[config.mk]
export PLATFORM = sky130hd
export DESIGN_NAME = small_c_tokenizer_top_flat
export DESIGN_NICKNAME = d
export VERILOG_FILES = /design/src/design/sct_pkg.sv /design/src/design/sct_char_if.sv /design/src/design/sct_tok_if.sv /design/src/design/small_c_tokenizer_top.sv /design/src/flat_wrapper.sv
export SDC_FILE = /design/constraint.sdc
export NUM_CORES = 1
export LEC_CHECK = 0
export BUFFER_PORTS_ARGS = -buffer_cell sky130_fd_sc_hd__buf_2
export CAP_MARGIN = 20
export CELL_PAD_IN_SITES_DETAIL_PLACEMENT = 0
export CELL_PAD_IN_SITES_GLOBAL_PLACEMENT = 2
export CORE_MARGIN = 2
export CORE_UTILIZATION = 39
export CTS_CLUSTER_DIAMETER = 40
export DETAILED_ROUTE_END_ITERATION = 16
export GPL_ROUTABILITY_DRIVEN = 0
export PLACE_DENSITY_LB_ADDON = 0.25
export SLEW_MARGIN = 15
export SYNTH_ARGS = -nofsm -noshare
export SYNTH_HDL_FRONTEND = slang
export SYNTH_SLANG_ARGS = --single-unit
export TNS_END_PERCENT = 100
[constraint.sdc]
create_clock -name clk -period 7.8 [get_ports clk]
set_input_delay 1.17 -clock clk [delete_from_list [all_inputs] [get_ports clk]]
set_output_delay 1.17 -clock clk [all_outputs]
set_load 0.1 [all_outputs]
[src/design/sct_pkg.sv]
// Shared types, token codes and character classes for the small C tokenizer.
`default_nettype none
package sct_pkg;

    // Scanner mode: what kind of token is pending.
    typedef enum logic [2:0] {
        MODE_IDLE  = 3'd0,
        MODE_DIGIT = 3'd1,
        MODE_ALPHA = 3'd2,
        MODE_REL   = 3'd3,
        MODE_LOG   = 3'd4
    } mode_t;

    // Token kinds.
    localparam logic [4:0] KIND_INT    = 5'd0;
    localparam logic [4:0] KIND_IDENT  = 5'd1;
    localparam logic [4:0] KIND_IF     = 5'd2;
    localparam logic [4:0] KIND_ELSE   = 5'd3;
    localparam logic [4:0] KIND_WHILE  = 5'd4;
    localparam logic [4:0] KIND_PLUS   = 5'd5;
    localparam logic [4:0] KIND_MINUS  = 5'd6;
    localparam logic [4:0] KIND_STAR   = 5'd7;
    localparam logic [4:0] KIND_SLASH  = 5'd8;
    localparam logic [4:0] KIND_LPAREN = 5'd9;
    localparam logic [4:0] KIND_RPAREN = 5'd10;
    localparam logic [4:0] KIND_LBRACE = 5'd11;
    localparam logic [4:0] KIND_RBRACE = 5'd12;
    localparam logic [4:0] KIND_ASSIGN = 5'd13;
    localparam logic [4:0] KIND_SEMI   = 5'd14;
    localparam logic [4:0] KIND_EQ     = 5'd15;
    localparam logic [4:0] KIND_NE     = 5'd16;
    localparam logic [4:0] KIND_LT     = 5'd17;
    localparam logic [4:0] KIND_GT     = 5'd18;
    localparam logic [4:0] KIND_LE     = 5'd19;
    localparam logic [4:0] KIND_GE     = 5'd20;
    localparam logic [4:0] KIND_NOT    = 5'd21;
    localparam logic [4:0] KIND_AND    = 5'd22;
    localparam logic [4:0] KIND_OR     = 5'd23;
    localparam logic [4:0] KIND_END    = 5'd24;
    localparam logic [4:0] KIND_ERR    = 5'd25;

    // Character codes.
    localparam logic [7:0] CH_TAB     = 8'h09;
    localparam logic [7:0] CH_NEWLINE = 8'h0A;
    localparam logic [7:0] CH_SPACE   = 8'h20;
    localparam logic [7:0] CH_BANG    = 8'h21;
    localparam logic [7:0] CH_AMP     = 8'h26;
    localparam logic [7:0] CH_LPAREN  = 8'h28;
    localparam logic [7:0] CH_RPAREN  = 8'h29;
    localparam logic [7:0] CH_STAR    = 8'h2A;
    localparam logic [7:0] CH_PLUS    = 8'h2B;
    localparam logic [7:0] CH_MINUS   = 8'h2D;
    localparam logic [7:0] CH_SLASH   = 8'h2F;
    localparam logic [7:0] CH_ZERO    = 8'h30;
    localparam logic [7:0] CH_NINE    = 8'h39;
    localparam logic [7:0] CH_SEMI    = 8'h3B;
    localparam logic [7:0] CH_LT      = 8'h3C;
    localparam logic [7:0] CH_EQUAL   = 8'h3D;
    localparam logic [7:0] CH_GT      = 8'h3E;
    localparam logic [7:0] CH_UPPER_A = 8'h41;
    localparam logic [7:0] CH_UPPER_Z = 8'h5A;
    localparam logic [7:0] CH_LOWER_A = 8'h61;
    localparam logic [7:0] CH_LOWER_Z = 8'h7A;
    localparam logic [7:0] CH_LBRACE  = 8'h7B;
    localparam logic [7:0] CH_PIPE    = 8'h7C;
    localparam logic [7:0] CH_RBRACE  = 8'h7D;

    // Keyword prefixes, one byte per character.
    localparam logic [39:0] KW_IF    = 40'h00_0000_6966;
    localparam logic [39:0] KW_ELSE  = 40'h00_656C_7365;
    localparam logic [39:0] KW_WHILE = 40'h77_6869_6C65;

    localparam logic [30:0] VAL_MAX = 31'h7FFF_FFFF;

    // One result beat.
    typedef struct packed {
        logic [4:0]  token_kind;
        logic [30:0] int_value;
        logic [15:0] start_line;
        logic [15:0] start_column;
        logic [7:0]  lexeme_length;
        logic        last_of_run;
    } token_t;

    function automatic logic is_decimal(input logic [7:0] c);
        return (c >= CH_ZERO) && (c <= CH_NINE);
    endfunction

    function automatic logic is_alpha(input logic [7:0] c);
        return ((c >= CH_LOWER_A) && (c <= CH_LOWER_Z)) ||
               ((c >= CH_UPPER_A) && (c <= CH_UPPER_Z));
    endfunction

    function automatic logic is_space(input logic [7:0] c);
        return (c == CH_SPACE) || (c == CH_TAB) || (c == CH_NEWLINE);
    endfunction

    // Kind of a self-contained one-character operator, KIND_INT when it is not one.
    function automatic logic [4:0] single_kind(input logic [7:0] c);
        logic [4:0] k;
        case (c)
            CH_PLUS:   k = KIND_PLUS;
            CH_MINUS:  k = KIND_MINUS;
            CH_STAR:   k = KIND_STAR;
            CH_SLASH:  k = KIND_SLASH;
            CH_LPAREN: k = KIND_LPAREN;
            CH_RPAREN: k = KIND_RPAREN;
            CH_LBRACE: k = KIND_LBRACE;
            CH_RBRACE: k = KIND_RBRACE;
            CH_SEMI:   k = KIND_SEMI;
            default:   k = KIND_INT;
        endcase
        return k;
    endfunction

endpackage
`default_nettype wire

[src/design/sct_char_if.sv]
// Character input channel of the small C tokenizer.
`default_nettype none
interface sct_char_if;
    logic       valid;
    logic       ready;
    logic [7:0] char_code;
    logic       end_of_input;

    modport source (output valid, output char_code, output end_of_input, input ready);
    modport sink   (input valid, input char_code, input end_of_input, output ready);
endinterface
`default_nettype wire

[src/design/sct_tok_if.sv]
// Token output channel of the small C tokenizer.
`default_nettype none
interface sct_tok_if;
    logic        valid;
    logic        ready;
    logic [4:0]  token_kind;
    logic [30:0] int_value;
    logic [15:0] start_line;
    logic [15:0] start_column;
    logic [7:0]  lexeme_length;
    logic        last_of_run;

    modport source (output valid, output token_kind, output int_value, output start_line,
                    output start_column, output lexeme_length, output last_of_run,
                    input ready);
    modport sink   (input valid, input token_kind, input int_value, input start_line,
                    input start_column, input lexeme_length, input last_of_run,
                    output ready);
endinterface
`default_nettype wire

[src/design/small_c_tokenizer_top.sv]
// Top level of the small C tokenizer: scanner state, step logic and token queue.
`default_nettype none
// The tokenizer takes one character beat per clock and turns the stream into token
// beats: integers with their saturated decimal value, identifiers, the keywords if, else
// and while, single and double character operators, an error token for an unknown
// character or a lone & or |, and an end token when a beat with end_of_input arrives.
// Each token carries its start line and column (both from 1, saturating) and its length.
// A character beat is handled in the cycle it is accepted: the scanner registers are
// updated and the zero, one or two tokens it causes are written into a four-entry token
// queue, the last of them flagged with last_of_run. The input is ready whenever the queue
// has room for two tokens, so a character is taken every cycle as long as the sink keeps
// draining; the queue empties at one token per cycle, so a run of characters that each
// end one token and start another holds the input back to the sink's pace. After an error
// the scanner ignores characters until end_of_input; the end token returns every
// scanner register to its reset state, ready for the next text.
module small_c_tokenizer_top #(
    parameter int MAX_LEXEME_LEN = 255,
    parameter int POS_BITS       = 16
) (
    input  wire          clk,
    input  wire          rst_n,
    sct_char_if.sink     chars,
    sct_tok_if.source    tokens
);

    // Position counters are as wide as their cap allows; the cap is all ones.
    localparam int PW = (POS_BITS < 16) ? POS_BITS : 16;
    // Length counter saturates at the smaller of MAX_LEXEME_LEN and 255.
    localparam int LEN_CAP = (MAX_LEXEME_LEN < 255) ? MAX_LEXEME_LEN : 255;
    localparam int LW = $clog2(LEN_CAP + 1);
    localparam logic [LW-1:0] LEN_CAP_V = LW'(LEN_CAP);

    localparam int QDEPTH = 4;
    localparam int QAW    = $clog2(QDEPTH);

    // Scanner state.
    sct_pkg::mode_t mode_reg, mode_next;
    logic [4:0]     pend_kind_reg, pend_kind_next;
    logic [30:0]    accum_reg, accum_next;
    logic [PW-1:0]  tok_line_reg, tok_line_next;
    logic [PW-1:0]  tok_col_reg, tok_col_next;
    logic [LW-1:0]  tok_len_reg, tok_len_next;
    logic [39:0]    prefix_reg, prefix_next;
    logic [PW-1:0]  cur_line_reg, cur_line_next;
    logic [PW-1:0]  cur_col_reg, cur_col_next;
    logic           halted_reg, halted_next;

    // Token queue.
    sct_pkg::token_t q_reg [QDEPTH];
    logic [QAW-1:0]  wr_ptr_reg, wr_ptr_next;
    logic [QAW-1:0]  rd_ptr_reg, rd_ptr_next;
    logic [QAW:0]    count_reg, count_next;

    logic [7:0] c;
    logic       accept;
    logic       pop;

    // Pending-token flush.
    logic            fl_valid;
    sct_pkg::token_t fl_tok;
    logic [4:0]      alpha_kind;

    // Scanning a character from the idle mode.
    logic            id_emit;
    sct_pkg::token_t id_tok;
    logic            id_start;
    sct_pkg::mode_t  id_mode;
    logic [4:0]      id_kind;
    logic            id_halt;
    logic [4:0]      sk;

    logic [34:0]     accum_wide;
    logic            log_match;
    logic [4:0]      rel_kind;

    // Up to two tokens in order, then packed into result slots.
    logic            a_valid, b_valid;
    sct_pkg::token_t a_tok, b_tok;
    logic            r0_valid, r1_valid;
    sct_pkg::token_t r0_tok, r1_tok;

    logic            do_idle_scan;

    assign c      = chars.char_code;
    assign accept = chars.valid && chars.ready;
    assign pop    = tokens.valid && tokens.ready;

    assign chars.ready = (count_reg <= (QAW+1)'(QDEPTH - 2));

    // Keyword match on the packed identifier prefix.
    always_comb
    begin
        if (prefix_reg == sct_pkg::KW_IF)
            alpha_kind = sct_pkg::KIND_IF;
        else if (prefix_reg == sct_pkg::KW_ELSE)
            alpha_kind = sct_pkg::KIND_ELSE;
        else if (prefix_reg == sct_pkg::KW_WHILE)
            alpha_kind = sct_pkg::KIND_WHILE;
        else
            alpha_kind = sct_pkg::KIND_IDENT;
    end

    // The token that is pending in the current mode, if any.
    always_comb
    begin
        fl_valid              = 1'b1;
        fl_tok                = '0;
        fl_tok.start_line     = 16'(tok_line_reg);
        fl_tok.start_column   = 16'(tok_col_reg);
        fl_tok.lexeme_length  = 8'(tok_len_reg);
        case (mode_reg)
            sct_pkg::MODE_DIGIT:
            begin
                fl_tok.token_kind = sct_pkg::KIND_INT;
                fl_tok.int_value  = accum_reg;
            end
            sct_pkg::MODE_ALPHA:
                fl_tok.token_kind = alpha_kind;
            sct_pkg::MODE_REL:
                fl_tok.token_kind = pend_kind_reg;
            sct_pkg::MODE_LOG:
            begin
                fl_tok.token_kind    = sct_pkg::KIND_ERR;
                fl_tok.lexeme_length = 8'd1;
            end
            default:
                fl_valid = 1'b0;
        endcase
    end

    // Classification of the incoming character as the start of a new token.
    always_comb
    begin
        sk                  = sct_pkg::single_kind(c);
        id_emit             = 1'b0;
        id_start            = 1'b0;
        id_mode             = sct_pkg::MODE_IDLE;
        id_kind             = sct_pkg::KIND_INT;
        id_halt             = 1'b0;
        id_tok              = '0;
        id_tok.start_line   = 16'(cur_line_reg);
        id_tok.start_column = 16'(cur_col_reg);
        id_tok.lexeme_length = 8'd1;
        if (sct_pkg::is_space(c))
        begin
            id_start = 1'b0;
        end
        else if (sct_pkg::is_decimal(c))
        begin
            id_start = 1'b1;
            id_mode  = sct_pkg::MODE_DIGIT;
            id_kind  = sct_pkg::KIND_INT;
        end
        else if (sct_pkg::is_alpha(c))
        begin
            id_start = 1'b1;
            id_mode  = sct_pkg::MODE_ALPHA;
            id_kind  = sct_pkg::KIND_IDENT;
        end
        else if (sk != sct_pkg::KIND_INT)
        begin
            id_emit           = 1'b1;
            id_tok.token_kind = sk;
        end
        else
        begin
            case (c)
                sct_pkg::CH_EQUAL:
                begin
                    id_start = 1'b1;
                    id_mode  = sct_pkg::MODE_REL;
                    id_kind  = sct_pkg::KIND_ASSIGN;
                end
                sct_pkg::CH_LT:
                begin
                    id_start = 1'b1;
                    id_mode  = sct_pkg::MODE_REL;
                    id_kind  = sct_pkg::KIND_LT;
                end
                sct_pkg::CH_GT:
                begin
                    id_start = 1'b1;
                    id_mode  = sct_pkg::MODE_REL;
                    id_kind  = sct_pkg::KIND_GT;
                end
                sct_pkg::CH_BANG:
                begin
                    id_start = 1'b1;
                    id_mode  = sct_pkg::MODE_REL;
                    id_kind  = sct_pkg::KIND_NOT;
                end
                sct_pkg::CH_AMP:
                begin
                    id_start = 1'b1;
                    id_mode  = sct_pkg::MODE_LOG;
                    id_kind  = sct_pkg::KIND_AND;
                end
                sct_pkg::CH_PIPE:
                begin
                    id_start = 1'b1;
                    id_mode  = sct_pkg::MODE_LOG;
                    id_kind  = sct_pkg::KIND_OR;
                end
                default:
                begin
                    id_emit           = 1'b1;
                    id_tok.token_kind = sct_pkg::KIND_ERR;
                    id_halt           = 1'b1;
                end
            endcase
        end
    end

    // Helpers for continuing a token.
    always_comb
    begin
        // accum * 10 + digit, at most 35 bits wide.
        accum_wide = {1'b0, accum_reg, 3'b000} + {3'b000, accum_reg, 1'b0}
                     + 35'(c - sct_pkg::CH_ZERO);
        log_match  = ((c == sct_pkg::CH_AMP) && (pend_kind_reg == sct_pkg::KIND_AND)) ||
                     ((c == sct_pkg::CH_PIPE) && (pend_kind_reg == sct_pkg::KIND_OR));
        if (pend_kind_reg == sct_pkg::KIND_LT)
            rel_kind = sct_pkg::KIND_LE;
        else if (pend_kind_reg == sct_pkg::KIND_GT)
            rel_kind = sct_pkg::KIND_GE;
        else if (pend_kind_reg == sct_pkg::KIND_NOT)
            rel_kind = sct_pkg::KIND_NE;
        else
            rel_kind = sct_pkg::KIND_EQ;
    end

    // One step of the scanner.
    always_comb
    begin
        mode_next      = mode_reg;
        pend_kind_next = pend_kind_reg;
        accum_next     = accum_reg;
        tok_line_next  = tok_line_reg;
        tok_col_next   = tok_col_reg;
        tok_len_next   = tok_len_reg;
        prefix_next    = prefix_reg;
        cur_line_next  = cur_line_reg;
        cur_col_next   = cur_col_reg;
        halted_next    = halted_reg;
        a_valid        = 1'b0;
        a_tok          = fl_tok;
        b_valid        = 1'b0;
        b_tok          = id_tok;
        do_idle_scan   = 1'b0;

        if (chars.end_of_input)
        begin
            // Flush, then the end token, then back to the reset state.
            a_valid            = fl_valid && !halted_reg;
            b_valid            = 1'b1;
            b_tok              = '0;
            b_tok.token_kind   = sct_pkg::KIND_END;
            b_tok.start_line   = 16'(cur_line_reg);
            b_tok.start_column = 16'(cur_col_reg);
            mode_next      = sct_pkg::MODE_IDLE;
            pend_kind_next = '0;
            accum_next     = '0;
            tok_line_next  = PW'(1);
            tok_col_next   = PW'(1);
            tok_len_next   = '0;
            prefix_next    = '0;
            cur_line_next  = PW'(1);
            cur_col_next   = PW'(1);
            halted_next    = 1'b0;
        end
        else
        begin
            if (!halted_reg)
            begin
                case (mode_reg)
                    sct_pkg::MODE_DIGIT:
                    begin
                        if (sct_pkg::is_decimal(c))
                        begin
                            accum_next   = (accum_wide > 35'(sct_pkg::VAL_MAX)) ?
                                           sct_pkg::VAL_MAX : accum_wide[30:0];
                            tok_len_next = (tok_len_reg < LEN_CAP_V) ?
                                           tok_len_reg + LW'(1) : LEN_CAP_V;
                        end
                        else
                        begin
                            a_valid      = 1'b1;
                            do_idle_scan = 1'b1;
                        end
                    end
                    sct_pkg::MODE_ALPHA:
                    begin
                        if (sct_pkg::is_decimal(c) || sct_pkg::is_alpha(c))
                        begin
                            // Prefixes longer than five characters cannot be keywords.
                            if (prefix_reg[39:32] != 8'd0)
                                prefix_next = '1;
                            else
                                prefix_next = {prefix_reg[31:0], c};
                            tok_len_next = (tok_len_reg < LEN_CAP_V) ?
                                           tok_len_reg + LW'(1) : LEN_CAP_V;
                        end
                        else
                        begin
                            a_valid      = 1'b1;
                            do_idle_scan = 1'b1;
                        end
                    end
                    sct_pkg::MODE_REL:
                    begin
                        if (c == sct_pkg::CH_EQUAL)
                        begin
                            a_valid             = 1'b1;
                            a_tok.token_kind    = rel_kind;
                            a_tok.lexeme_length = 8'd2;
                            mode_next           = sct_pkg::MODE_IDLE;
                        end
                        else
                        begin
                            a_valid      = 1'b1;
                            do_idle_scan = 1'b1;
                        end
                    end
                    sct_pkg::MODE_LOG:
                    begin
                        // The character after & or | is consumed either way.
                        a_valid   = 1'b1;
                        mode_next = sct_pkg::MODE_IDLE;
                        if (log_match)
                        begin
                            a_tok.token_kind    = pend_kind_reg;
                            a_tok.lexeme_length = 8'd2;
                        end
                        else
                        begin
                            halted_next = 1'b1;
                        end
                    end
                    default:
                        do_idle_scan = 1'b1;
                endcase

                if (do_idle_scan)
                begin
                    b_valid   = id_emit;
                    mode_next = sct_pkg::MODE_IDLE;
                    if (id_halt)
                        halted_next = 1'b1;
                    if (id_start)
                    begin
                        mode_next      = id_mode;
                        pend_kind_next = id_kind;
                        tok_line_next  = cur_line_reg;
                        tok_col_next   = cur_col_reg;
                        tok_len_next   = LW'(1);
                        accum_next     = 31'(c - sct_pkg::CH_ZERO);
                        prefix_next    = {32'd0, c};
                    end
                end
            end

            if (c == sct_pkg::CH_NEWLINE)
            begin
                cur_line_next = (cur_line_reg != '1) ? cur_line_reg + PW'(1) : cur_line_reg;
                cur_col_next  = PW'(1);
            end
            else
            begin
                cur_col_next = (cur_col_reg != '1) ? cur_col_reg + PW'(1) : cur_col_reg;
            end
        end

        // Pack the results into consecutive slots and flag the last one.
        r0_valid           = a_valid || b_valid;
        r1_valid           = a_valid && b_valid;
        r0_tok             = a_valid ? a_tok : b_tok;
        r0_tok.last_of_run = !r1_valid;
        r1_tok             = b_tok;
        r1_tok.last_of_run = 1'b1;
    end

    // Queue pointers and fill count.
    always_comb
    begin
        wr_ptr_next = wr_ptr_reg;
        rd_ptr_next = rd_ptr_reg;
        count_next  = count_reg;
        if (accept)
        begin
            wr_ptr_next = wr_ptr_reg + QAW'(r0_valid) + QAW'(r1_valid);
            count_next  = count_next + (QAW+1)'(r0_valid) + (QAW+1)'(r1_valid);
        end
        if (pop)
        begin
            rd_ptr_next = rd_ptr_reg + QAW'(1);
            count_next  = count_next - (QAW+1)'(1);
        end
    end

    always_ff @(posedge clk or negedge rst_n)
    begin
        if (!rst_n)
        begin
            mode_reg      <= sct_pkg::MODE_IDLE;
            pend_kind_reg <= '0;
            accum_reg     <= '0;
            tok_line_reg  <= PW'(1);
            tok_col_reg   <= PW'(1);
            tok_len_reg   <= '0;
            prefix_reg    <= '0;
            cur_line_reg  <= PW'(1);
            cur_col_reg   <= PW'(1);
            halted_reg    <= 1'b0;
            wr_ptr_reg    <= '0;
            rd_ptr_reg    <= '0;
            count_reg     <= '0;
        end
        else
        begin
            if (accept)
            begin
                mode_reg      <= mode_next;
                pend_kind_reg <= pend_kind_next;
                accum_reg     <= accum_next;
                tok_line_reg  <= tok_line_next;
                tok_col_reg   <= tok_col_next;
                tok_len_reg   <= tok_len_next;
                prefix_reg    <= prefix_next;
                cur_line_reg  <= cur_line_next;
                cur_col_reg   <= cur_col_next;
                halted_reg    <= halted_next;
            end
            wr_ptr_reg <= wr_ptr_next;
            rd_ptr_reg <= rd_ptr_next;
            count_reg  <= count_next;
        end
    end

    // Queue storage; payload needs no reset.
    always_ff @(posedge clk)
    begin
        for (int i = 0; i < QDEPTH; i++)
        begin
            if (accept && r0_valid && (wr_ptr_reg == QAW'(i)))
                q_reg[i] <= r0_tok;
            else if (accept && r1_valid && ((wr_ptr_reg + QAW'(1)) == QAW'(i)))
                q_reg[i] <= r1_tok;
        end
    end

    assign tokens.valid         = (count_reg != '0);
    assign tokens.token_kind    = q_reg[rd_ptr_reg].token_kind;
    assign tokens.int_value     = q_reg[rd_ptr_reg].int_value;
    assign tokens.start_line    = q_reg[rd_ptr_reg].start_line;
    assign tokens.start_column  = q_reg[rd_ptr_reg].start_column;
    assign tokens.lexeme_length = q_reg[rd_ptr_reg].lexeme_length;
    assign tokens.last_of_run   = q_reg[rd_ptr_reg].last_of_run;

endmodule
`default_nettype wire

[src/flat_wrapper.sv]
// flat-port wrapper written by rule: the top's interface ports become plain ports
module small_c_tokenizer_top_flat 
#(
    parameter int MAX_LEXEME_LEN = 255,
    parameter int POS_BITS       = 16
)
  (clk, rst_n, chars_valid, chars_char_code, chars_end_of_input, chars_ready, tokens_valid, tokens_token_kind, tokens_int_value, tokens_start_line, tokens_start_column, tokens_lexeme_length, tokens_last_of_run, tokens_ready);
  sct_char_if chars_i ();
  sct_tok_if tokens_i ();
  input  wire clk;
  input  wire rst_n;
  input wire logic [$bits(chars_i.valid)-1:0] chars_valid;
  input wire logic [$bits(chars_i.char_code)-1:0] chars_char_code;
  input wire logic [$bits(chars_i.end_of_input)-1:0] chars_end_of_input;
  output wire logic [$bits(chars_i.ready)-1:0] chars_ready;
  output wire logic [$bits(tokens_i.valid)-1:0] tokens_valid;
  output wire logic [$bits(tokens_i.token_kind)-1:0] tokens_token_kind;
  output wire logic [$bits(tokens_i.int_value)-1:0] tokens_int_value;
  output wire logic [$bits(tokens_i.start_line)-1:0] tokens_start_line;
  output wire logic [$bits(tokens_i.start_column)-1:0] tokens_start_column;
  output wire logic [$bits(tokens_i.lexeme_length)-1:0] tokens_lexeme_length;
  output wire logic [$bits(tokens_i.last_of_run)-1:0] tokens_last_of_run;
  input wire logic [$bits(tokens_i.ready)-1:0] tokens_ready;
  assign chars_i.valid = chars_valid;
  assign chars_i.char_code = chars_char_code;
  assign chars_i.end_of_input = chars_end_of_input;
  assign chars_ready = chars_i.ready;
  assign tokens_valid = tokens_i.valid;
  assign tokens_token_kind = tokens_i.token_kind;
  assign tokens_int_value = tokens_i.int_value;
  assign tokens_start_line = tokens_i.start_line;
  assign tokens_start_column = tokens_i.start_column;
  assign tokens_lexeme_length = tokens_i.lexeme_length;
  assign tokens_last_of_run = tokens_i.last_of_run;
  assign tokens_i.ready = tokens_ready;
  small_c_tokenizer_top #(.MAX_LEXEME_LEN(MAX_LEXEME_LEN), .POS_BITS(POS_BITS)) u_core (.clk(clk), .rst_n(rst_n), .chars(chars_i), .tokens(tokens_i));
endmodule
==> reports/metrics.csv, run 1 <==
metric,value,unit
status,finished clean,
final worst path period share,76.9,%
post-synthesis instance total,2148,
first-pass GRT wire length,106,mm
CP max stage cell,nand3_1,
mapped cell area,0.0247,mm^2
ys async rst share,34.0,%
initial antenna violation count,0,
post-DR vias/cell,5.60,
commonest register cell after synthesis,edfxtp_1,
clock buffer count from CTS,77,
Chip Height,256,um
CTS tree,yes,
Critical Path End,u_core.accum_reg[4],
I/O pin cnt,92,
Hold Path Class,reg -> reg,
routed length per instance,21.7,um
maxcap violations,0,
Yosys warning total,0,
DPL Wire Length,43.0,mm
worst-path maximum fanout,27,
final setup violation count,0,
Max Fclk,167,MHz
Root Buffer,clkbuf_16,
Synth Net Count,2239,
DR vias,17432,
Worst-Margin Slew,1010,ps
Congestion Overflow GR,0,
first-pass iteration count of the detailed router,7,
initial core utilization,39.3,%
"flops & latches, synth",467,
RSZ-0062 raised after global routing,false,
worst setup path start,chars_char_code[4],
Area growth syn-to-layout,16.4,%
R2R setup slack,2930,ps
Total Power,0.0107,W
I/O Buffers,91,
final hold vios,0,
Core Area,0.0629,mm^2
post_cts resized,0,
hold path start,u_core.q_reg[2][0],
setup_tns,0,ps
H-tree lvl count,3,
worst stage delay on the critical path,640,ps
CP Class,in -> reg,
Yosys cell types,88,
Worst Path Required,8270,ps
"delay-heaviest family, CP",compound AO/OA/AOI/OAI gates,
final setup skew,44.9,ps
synth top area cells,"edfxtp_1 (33%), dfrtp_1 (16%), mux4_2 (7.0%)",
Residual DRC,0,
P_leak,11.2,nW
Clock Latency Late Sink,620,ps
cts hold-fix bufs,0,
max-slew violation count,0,
met2 WL,31.6,mm
"Reg clk slew, reported paths",60,ps
minimum clock period,6000,ps
critical path depth,16,
Die ar.,0.0654,mm^2
DR top layer,met4,
n_diodes,0,
Fillers,5789,
share of the synthesized area in the top cell type,32.7,%
CP arrival,6470,ps
WL met1,31.9,mm
Max-slew headroom,32.2,%
Layout Nets,2296,
flip-flop count of the largest register after layout,308,
Startpoint Class,input port,
pin count of the biggest net entering global routing,72,
Die Wd,256,um
clk buf depth,3,
sequence of cells on the critical path,buf_2 -> ha_1 -> or3_1 -> inv_1 -> buf_4 -> fa_1 -> ha_1 -> a21oi_1 -> o211ai_1 -> a22oi_1 -> o22ai_1 -> or4_1 -> a221oi_1 -> nand3_1 -> o221ai_1 -> o221ai_1,
Crit Reg-Reg Endpoint,u_core.accum_reg[4],
Post-CTS Setup Repair Bufs,0,
hold_ws,455,ps
clk sink count,467,
syn_area_per_cell,11.5,um^2
worst r2r src,u_core.accum_reg[2],
PwrDens,373,mW/mm^2
cell taking the most area after synthesis,edfxtp_1,
WL met3,2.84,mm
total track usage,20.6,%
starting DRC count in detailed routing,1233,
post-route antenna net violation count,0,
# rows,92,
"EDFF count, synth",269,
CP Capture Type,register,
share of cells above drive strength 1,21.0,%
vias in the first global route,17564,
worst-case reg-to-reg path depth,13,
VDD IR max,0.287,mV
Final Core Density,45.7,%
CP Buf/Inv Count,3,
sequential element share of the synthesized area,52.0,%
Detailed Route WL,67.4,mm
-- worst min path at each step --
stage,end,depth (start not counted),slack (ps)
2_1_floorplan,u_core.q_reg[2][0],2,420
3_3_place_gp,u_core.q_reg[2][0],2,450
3_5_place_dp,u_core.q_reg[2][0],2,450
4_1_cts,u_core.prefix_reg[31],1,460
5_1_grt,u_core.q_reg[2][0],2,480
6_report,u_core.q_reg[2][0],2,460
-- worst min-delay path, stage by stage (launching register included) --
cell	delay [ps]
dfxtp_1	310
inv_1	50
a21oi_1	50
-- stage by stage --
step	instances	instance area, um^2	setup WS, ps
floorplan	2148	24700	125
global placement	2972	26000	1390
detailed placement	2972	26000	1240
CTS	3115	28800	1860
global route	3115	28800	1310
finish	3115	28800	1800
-- where the power goes --
| group | switching, W | total, W | internal [W] |
|---|---|---|---|
| combinational | 0.00302 | 0.00395 | 0.000935 |
| sequential | 0.000301 | 0.00318 | 0.00288 |
| clock | 0.00131 | 0.00358 | 0.00227 |
| total | 0.00463 | 0.0107 | 0.00608 |
-- kinds of logic after synthesis --
family                   Yosys count  share of synthesized area, %
AO/OA/AOI/OAI                    461                          12.5
flip-flops                       467                          52.0
adder cells (fa/ha/maj)           78                          4.92
XOR/XNOR                          60                          2.13
AND/OR/NAND/NOR                  690                          12.8
buffers and inverters            196                          3.31
multiplexers                     196                          12.3
-- final cells by class --
class	instances	area, um^2	share of cell area [%]
clock buffers	84	2050	7.12
flip-flops and latches	467	12800	44.7
well taps	846	1060	3.68
inverters	48	180	0.627
clock inverters	59	723	2.52
repair buffers	126	762	2.65
multi-input cells	1485	11100	38.7
-- routing by layer --
| metal | GRT usage [%] | vias to the layer above |
|---|---|---|
| met1 | 29.7 | 8803 |
| met5 | 0 | - |
| li1 | - | 8140 |
| met4 | 5.25 | 0 |
| met3 | 2.79 | 81 |
| met2 | 33.0 | 408 |
-- synthesized netlist by cell type, types with 9 or more instances --
library cell and count:
edfxtp_1 269, nor2_1 252, nand2_1 212, dfrtp_1 155, o21ai_0 134, clkbuf_1 99
mux2_2 96, a21oi_1 89, mux4_2 77, nand3_1 70, ha_1 46, inv_1 46
a22o_1 42, dfxtp_1 39, xor2_1 39, o2bb2ai_1 34, fa_1 32, a211oi_1 27
buf_2 27, nand4_1 26, mux2i_1 21, xnor2_1 21, nor2b_1 19, nor3_1 18
o211ai_1 16, o22ai_1 16, and3_1 14, nand2b_1 14, buf_1 13, a21o_1 12
o221ai_1 11, or3_1 11, and2_1 9
-- cell usage in the layout (no fill, tap or decap), types with 13 or more instances in the layout --
cell type	count
nand3_1	70
a211oi_1	26
fa_1	32
o22ai_1	16
xor2_1	39
o2bb2ai_1	34
mux2i_1	21
buf_4	32
nand4_1	26
mux4_2	77
o211ai_1	16
dfrtp_1	153
mux2_2	96
inv_1	45
clkinv_4	13
nor2_1	251
o21ai_0	134
dfxtp_1	39
nor3_1	17
a21oi_1	86
ha_1	46
clkbuf_16	79
buf_2	90
nor2b_1	19
xnor2_1	21
and3_1	14
edfxtp_1	269
a22o_1	42
inv_6	13
nand2_1	212
nand2b_1	14
Power figures use the tool's default switching activity.
==> inputs of run 2 (changes only) <==
--- a/config.mk
+++ b/config.mk
@@ -10,7 +10,7 @@
 export CELL_PAD_IN_SITES_DETAIL_PLACEMENT = 0
 export CELL_PAD_IN_SITES_GLOBAL_PLACEMENT = 2
 export CORE_MARGIN = 2
-export CORE_UTILIZATION = 39
+export CORE_UTILIZATION = 40
 export CTS_CLUSTER_DIAMETER = 40
 export DETAILED_ROUTE_END_ITERATION = 16
 export GPL_ROUTABILITY_DRIVEN = 0
==> constraint.sdc (replaced) <==
create_clock -name clk -period 6 [get_ports clk]
set_input_delay 0.9 -clock clk [delete_from_list [all_inputs] [get_ports clk]]
set_output_delay 0.9 -clock clk [all_outputs]
set_load 0.1 [all_outputs]
==> reports/metrics.csv, run 2 (synthesis results as in run 1) <==
metric,value,unit
Congestion Overflow GR,0,
P_leak,11.3,nW
Total Power,0.0141,W
CP max stage cell,or4b_2,
clk sink count,467,
Detailed Route WL,68.1,mm
setup_tns,0,ps
final worst path period share,82.1,%
share of cells above drive strength 1,21.3,%
CP arrival,5440,ps
Startpoint Class,input port,
post_cts resized,0,
H-tree lvl count,3,
first-pass GRT wire length,106,mm
DR vias,17586,
Post-Place Cells,2933,
minimum clock period,4930,ps
maxcap violations,0,
PwrDens,487,mW/mm^2
worst-case reg-to-reg path depth,14,
Non-Filler Instances,3083,
Area growth syn-to-layout,17.4,%
clk buf depth,3,
vias in the first global route,17841,
DPL Wire Length,43.6,mm
Clock Latency Late Sink,630,ps
# rows,91,
Net Sw Frac,42.8,%
R2R setup slack,1650,ps
I/O pin cnt,92,
Comb pwr share,36.9,%
Layout Nets,2316,
cts hold-fix bufs,0,
proportion of power drawn by the clock network,34.0,%
worst-path maximum fanout,27,
final setup skew,24.9,ps
Sw Pwr,0.00603,W
initial antenna violation count,0,
flip-flop count of the largest register after layout,308,
Root Buffer,clkbuf_16,
starting DRC count in detailed routing,1296,
total track usage,21.7,%
worst r2r src,u_core.accum_reg[2],
"Reg clk slew, reported paths",50,ps
initial core utilization,40.2,%
Max-slew headroom,30.7,%
CTS tree,yes,
VDD IR max,0.386,mV
max-slew violation count,0,
Max Fclk,203,MHz
Chip Height,252,um
Core Area,0.0614,mm^2
Die Wd,252,um
n_diodes,0,
Residual DRC,0,
status,finished clean,
worst setup path start,chars_char_code[4],
Crit Reg-Reg Endpoint,u_core.accum_reg[3],
Final Core Density,47.2,%
CP Capture Type,register,
pin count of the biggest net entering global routing,83,
Die ar.,0.0637,mm^2
RSZ-0062 raised after global routing,false,
Post-CTS Setup Repair Bufs,0,
post-route antenna net violation count,0,
worst stage delay on the critical path,700,ps
Pint,0.00808,W
Critical Path End,u_core.accum_reg[3],
"most common cell after layout, fill and taps aside",edfxtp_1,
Worst Path Required,6510,ps
post-DR vias/cell,5.70,
clock buffer count from CTS,80,
final setup violation count,0,
first-pass iteration count of the detailed router,6,
sequence of cells on the critical path,buf_2 -> ha_1 -> or3_1 -> inv_1 -> buf_12 -> fa_1 -> ha_1 -> o21ai_0 -> a211oi_1 -> a21oi_1 -> o21ai_0 -> a2111oi_0 -> or4b_2 -> nand3_1 -> buf_4 -> o221ai_1 -> o221ai_1,
final hold vios,0,
most frequent cells in the layout,"edfxtp_1 (269), nor2_1 (251), nand2_1 (211)",
Hold Path Class,in -> async,
I/O Buffers,91,
CP Class,in -> reg,
routed length per instance,22.1,um
sequential power share,29.1,%
Worst-Margin Slew,1030,ps
[run 2: cell count changes in the layout (fill, tap and decap cells not counted), sizes merged]
cell and delta:
buf +17, bufinv +1, clkbuf +12, clkinv -11
clkinvlp +6, inv -1
[run 2: worst min path at each step]
| stage | cells past startpoint | start | slack [ps] | to |
|---|---|---|---|---|
| 4_1_cts | 1 | rst_n | 380 | u_core.tok_len_reg[6] |
| 5_1_grt | 1 | rst_n | 400 | u_core.prefix_reg[9] |
| 3_5_place_dp | 2 | u_core.q_reg[2][0] | 440 | u_core.q_reg[2][0] |
| 3_3_place_gp | 2 | u_core.q_reg[2][0] | 440 | u_core.q_reg[2][0] |
| 2_1_floorplan | 2 | u_core.q_reg[2][0] | 420 | u_core.q_reg[2][0] |
| 6_report | 1 | rst_n | 340 | u_core.prefix_reg[9] |
[run 2: layer usage]
metal | vias to the layer above | global-route usage (%) | part of all wire [%]
met5 | - | 0 | 0
met4 | 0 | 5.56 | 1.5
met3 | 76 | 3.44 | 4.8
met2 | 431 | 35.1 | 48
met1 | 8889 | 30.4 | 46
li1 | 8190 | - | -
[run 2: stage by stage]
step                      hold WS (ps)  instance area [um^2]  setup slack (ps)
final                              339                 29000              1070
after global routing               400                 29000               734
after CTS                          378                 29000              1110
after detailed placement           439                 26100               463
after global placement             440                 26100               595
after floorplan                    422                 24700              -382
[run 2: area by class of cell]
type / instances / area [um^2]
tap: 790 / 988
sequential: 467 / 12800
clock inverter: 54 / 732
clock buffer: 96 / 2140
multi-input combinational: 1485 / 11100
fill: 5583 / 32400
inverter: 48 / 180
timing repair buffer: 143 / 965
[run 2: worst max-delay path, delay by kind of cell]
kind / cells / cell delay [ps]
AO/OA/AOI/OAI: 7 / 1540
AND/OR/NAND/NOR: 3 / 1160
adder cells (fa/ha/maj): 3 / 1080
buffers and inverters: 4 / 730
[run 2: power by group through the flow]
stage                     Clock (W)  Combinational [W]  Sequential (W)
after floorplan                   0            0.00434         0.00394
after global placement            0            0.00524         0.00415
after detailed placement          0            0.00525         0.00417
after CTS                   0.00489            0.00526         0.00411
after global routing        0.00502            0.00549         0.00415
final                       0.00480            0.00521         0.00411
